<file path="src/rtl/tal_ram.sv">
// Simple dual-port synchronous RAM with registered read.
module tal_ram #(
    parameter int AW    = 4,
    parameter int WIDTH = 8
) (
    input  logic             i_clk,
    input  logic             i_we,
    input  logic [AW-1:0]    i_waddr,
    input  logic [WIDTH-1:0] i_wdata,
    input  logic [AW-1:0]    i_raddr,
    output logic [WIDTH-1:0] o_rdata
);
    localparam int DEPTH = 1 << AW;

    logic [WIDTH-1:0] r_mem [DEPTH];
    logic [WIDTH-1:0] r_rdata;

    // write port
    always_ff @(posedge i_clk) begin
        if (i_we) begin
            r_mem[i_waddr] <= i_wdata;
        end
    end

    // registered read port
    always_ff @(posedge i_clk) begin
        r_rdata <= r_mem[i_raddr];
    end

    assign o_rdata = r_rdata;
endmodule

</file>
<file path="config.mk">
export PLATFORM = sky130hd
export DESIGN_NAME = tal_ram
export DESIGN_NICKNAME = d
export VERILOG_FILES = /design/src/rtl/tal_ram.sv
export SDC_FILE = /design/constraint.sdc
export NUM_CORES = 1
export LEC_CHECK = 0
export BUFFER_PORTS_ARGS = -buffer_cell sky130_fd_sc_hd__clkbuf_2
export CAP_MARGIN = 20
export CORE_MARGIN = 2
export CORE_UTILIZATION = 54
export DETAILED_ROUTE_END_ITERATION = 10
export MAX_ROUTING_LAYER = met4
export PLACE_DENSITY = 0.74
export SETUP_SLACK_MARGIN = 0.3
export SYNTH_ARGS = -nofsm -noshare
export SYNTH_HDL_FRONTEND = slang
export SYNTH_SLANG_ARGS = --single-unit
</file>
<file path="constraint.sdc">
create_clock -name i_clk -period 1.8 [get_ports i_clk]
set_input_delay 0.36 -clock i_clk [delete_from_list [all_inputs] [get_ports i_clk]]
set_output_delay 0.36 -clock i_clk [all_outputs]
set_load 0.02 [all_outputs]
</file>
Word-level counts from Yosys, hierarchy flattened
Memory sizes are Yosys's and may differ from the RTL's. A register that Yosys moved wholly into a read port is not among the register bits.
Cells that the tools add are included.
{ "totals": {"mem_bits_rw": 128, "out_inout_bits": 8, "reg_bits": 0, "n_memories": 1, "latchBits": 0, "romBits": 0, "wordCells": 3, "input_bits": 18} }
{ "memory_table": {"columns": ["memory", "depth", "width", "read_ports", "rd_clocked_by_memory_dff", "wr", "line", "rtl"], "rows": [
  ["r_mem", 16, 8, 1, 1, 1, "15", "logic [WIDTH-1:0] r_mem [DEPTH];"]
]} }
{ "op_classes": {"order_cmp": 0, "div": 0, "n_mux": 2, "bitwise_logic": 0, "n_eq_ne": 0, "n_reduce_logical": 0, "n_mul": 0, "add_sub_neg": 0, "n_shift": 0} }
{ "op_table": {"columns": ["op", "n"], "rows": [
  ["1-bit two-way mux", 2]
]} }

Longest topological paths before layout
{ "logic_depth": {"word_depth": 2, "mapped_depth": 5, "ltp_nobuf": 3} }

Worst setup path after synthesis
No wires, ideal clock.
{ "synth_timing": {"kind": "input port to flip-flop", "start": "in i_waddr[2]", "end": "mem r_mem[0][0], enable pin", "cell_stages": 2, "n_path_buf": 0, "setup_ns": 0.383, "path_slack_ns": -0.053, "required_time_ns": 1.417, "arrival_ns": 1.470, "path_cell_list": "or3b_2 -> nor3_1"} }
{ "synth_rtl": {"columns": ["element", "line", "rtl"], "rows": [
  ["start: declaration", "8", "input logic [AW-1:0] i_waddr,"],
  ["end: declaration", "15", null]
]} }
Straight into the memory's write port.

Final worst setup path
{ "layout_timing": {"start": "reg r_rdata[4] (netlist: o_rdata[4]), read port of r_mem", "end": "out o_rdata[4]"} }
{ "layout_rtl": {"columns": ["element", "line", "rtl"], "rows": [
  ["start: declaration", "16", "logic [WIDTH-1:0] r_rdata;"],
  ["end: declaration", "11", "output logic [WIDTH-1:0] o_rdata"]
]} }
No word-level cell between the ends.

==> results by group <==
Status
  – Status: finished, final reports clean

Critical path
  – CP Class: flop to output port
  – Max stage delay on crit path: 370 ps
  – Crit-path cells: clkbuf_2
  – Bufs and invs on worst path: 1
  – Flop-to-flop setup slack: 370 ps
  – Startpoint types: flop
  – CP max FO: 1
  – CP delay by family, top: flip-flops
  – Critical path's slowest cell: dfxtp_1
  – Crit. End Element: output port
  – Crit path required time: 1440 ps
  – Data arrival, critical path: 1080 ps

Place
  – Area after DPL: 0.00555 mm2
  – DP Cell Count: 395
  – Worst slack, placed: -19.6 ps
  – PortBufs: 25
  – Detail Placement HPWL: 5.89 mm
  – Final RePlAce weighted congestion: 0.748

Floorplanning
  – Die height: 102 um
  – Core Rows: 35
  – Initial Util: 0.557
  – Die Footprint: 0.0103 mm2
  – Core area: 0.00924 mm2
  – Die Wd: 102 um
  – I/O pin cnt: 26

Global routing
  – Vias in the first global route: 2532
  – Initial antenna violation count: 0
  – GRT overflow: 0
  – Total track usage: 0.217
  – Largest net degree at the start of global routing: 33
  – First-pass GRT wire length: 14.8 mm

Clock tree
  – TritonCTS clock tree: yes
  – Latest clock arrival within the worst-skew pair: 510 ps
  – Num CTS Buffers: 17
  – Clk root buf: clkbuf_8
  – Clock transition at the registers of the reported paths: 60 ps
  – Hold Buf Count CTS: 0
  – CTS resizes: 0
  – Post-CTS Setup Inserts: 0
  – Htree depth: 4
  – Clock tree sinks: 136
  – Max Root-Sink Buffers: 2

Timing
  – # setup viols final: 0
  – Tmin final: 1440 ps
  – Final cycle utilization of the critical path: 0.798
  – Slew margin rel.: 0.755
  – Setup slack after layout: 364 ps
  – Max Slew Vio Count: 0
  – Final Hold Viols: 0
  – Hold WS: 282 ps
  – Worst Skew: 7.50 ps
  – Post-route setup TNS: 0 ps
  – Fmax: 0.696 GHz
  – Actual slew at the worst max-slew pin: 368 ps
  – Unrepaired setup endpoints after global routing: no

Final layout
  – Layout cell share with drive strength beyond 1: 0.326
  – Area grow syn2layout: 18.6%
  – Commonest non-fill, non-tap cell in the layout: edfxtp_1
  – Layout Cells excl Fill: 427
  – # diodes: 0
  – Commonest cells after routing, fill and taps aside: edfxtp_1 (128), clkbuf_2 (25), buf_4 (20)
  – Final #Nets: 303
  – Final instance area: 0.00611 mm2
  – Post-layout util: 0.661

Synth
  – Synth warnings: 0
  – Post-Syn Instances: 229
  – Syn avg cell area: 22.5 um2
  – Largest area contributor in the netlist: edfxtp_1
  – Synth area leaders: edfxtp_1 (75%), mux4_2 (7.9%), mux4_1 (7.1%)
  – Mapped Nets: 247
  – FFs w/ async S/R, synth: 0
  – Synth unique cells: 19
  – Number of enable flip-flop cells after synthesis: 128
  – Yosys top cell area share: 0.747
  – Mapped cell area: 0.00515 mm2
  – Most common flop cell mapped by yosys: edfxtp_1
  – Seq/Total Area, Yosys: 0.778
  – Flops & latches, synth: 136

Drt
  – DR iter-0 viols: 113
  – DRT Wirelength: 9.68 mm
  – Avg WL per Cell: 22.7 um
  – Initial DRT Pass Iterations: 4
  – Routed via count: 2446
  – Number of routed nets with antenna violations: 0
  – Via density per instance: 5.73
  – Residual DRC: 0

Job
  – Max-cap viol count: 0

Pwr
  – Power Dens Cells: 1160 mW/mm2
  – Peak supply drop: 587 uV
  – P_leak: 2.08 nW
  – Pwr Total: 7.10 mW

Min path
  – Hold Path Class: input port to flop
[registers in the layout, indices dropped and copies added (netlist names)]
| name | count |
|---|---|
| o_rdata | 8 |
| r_mem | 128 |
[cells in the mapped netlist (2+ instances only)]
| master | number |
|---|---|
| a22oi_1 | 16 |
| buf_2 | 3 |
| buf_6 | 3 |
| clkdlybuf4s25_2 | 3 |
| dfxtp_1 | 8 |
| edfxtp_1 | 128 |
| mux4_1 | 14 |
| mux4_2 | 18 |
| nand2_1 | 9 |
| nand2b_1 | 2 |
| nand3b_1 | 2 |
| nor2_1 | 13 |
| nor3_1 | 4 |
[final cells by class]
type,instances,area [um2]
fillers,600,3130
multi-input cells,83,1070
clock buffers,20,425
flip-flops and latches,136,4000
well taps,129,161
repair buffers,47,315
clock inverters,12,128
[kinds of logic (layout without fill, tap and decap cells)]
| group | after synthesis | count (layout) | share of synthesized area |
|---|---|---|---|
| AOI/OAI and AO/OA | 16 | 16 | 0.0233 |
| DFF | 136 | 136 | 0.778 |
| muxes | 32 | 32 | 0.150 |
| and+or+nand+nor | 35 | 35 | 0.0318 |
| buffers and inverters | 10 | 79 | 0.0168 |
[power breakdown]
part | internal (mW) | switching [mW] | leakage [nW]
Clock | 1.96 | 1.22 | 0.251
Sequential | 3.54 | 0.0256 | 1.22
Combinational | 0.147 | 0.207 | 0.603
[routing by layer]
| layer | track usage | up-vias | routed length [um] |
|---|---|---|---|
| li1 | - | 1088 | - |
| met1 | 0.286 | 1264 | 4150 |
| met2 | 0.328 | 78 | 4850 |
| met3 | 0.0600 | 16 | 504 |
| met4 | 0.0821 | 0 | 184 |
| met5 | - | - | 0 |
[path summary, 6_finish.rpt]
| check | from | end | depth (start not counted) |
|---|---|---|---|
| worst min register to register | r_mem[8][1]$_DFFE_PP_ | o_rdata[1]$_DFF_P_ | 3 |
| worst min-delay path | i_wdata[2] | r_mem[14][2]$_DFFE_PP_ | 1 |
| worst max register to register | r_mem[1][5]$_DFFE_PP_ | o_rdata[5]$_DFF_P_ | 3 |
| worst max-delay path | o_rdata[4]$_DFF_P_ | o_rdata[4] | 1 |
(Power assumes the default switching activity.)
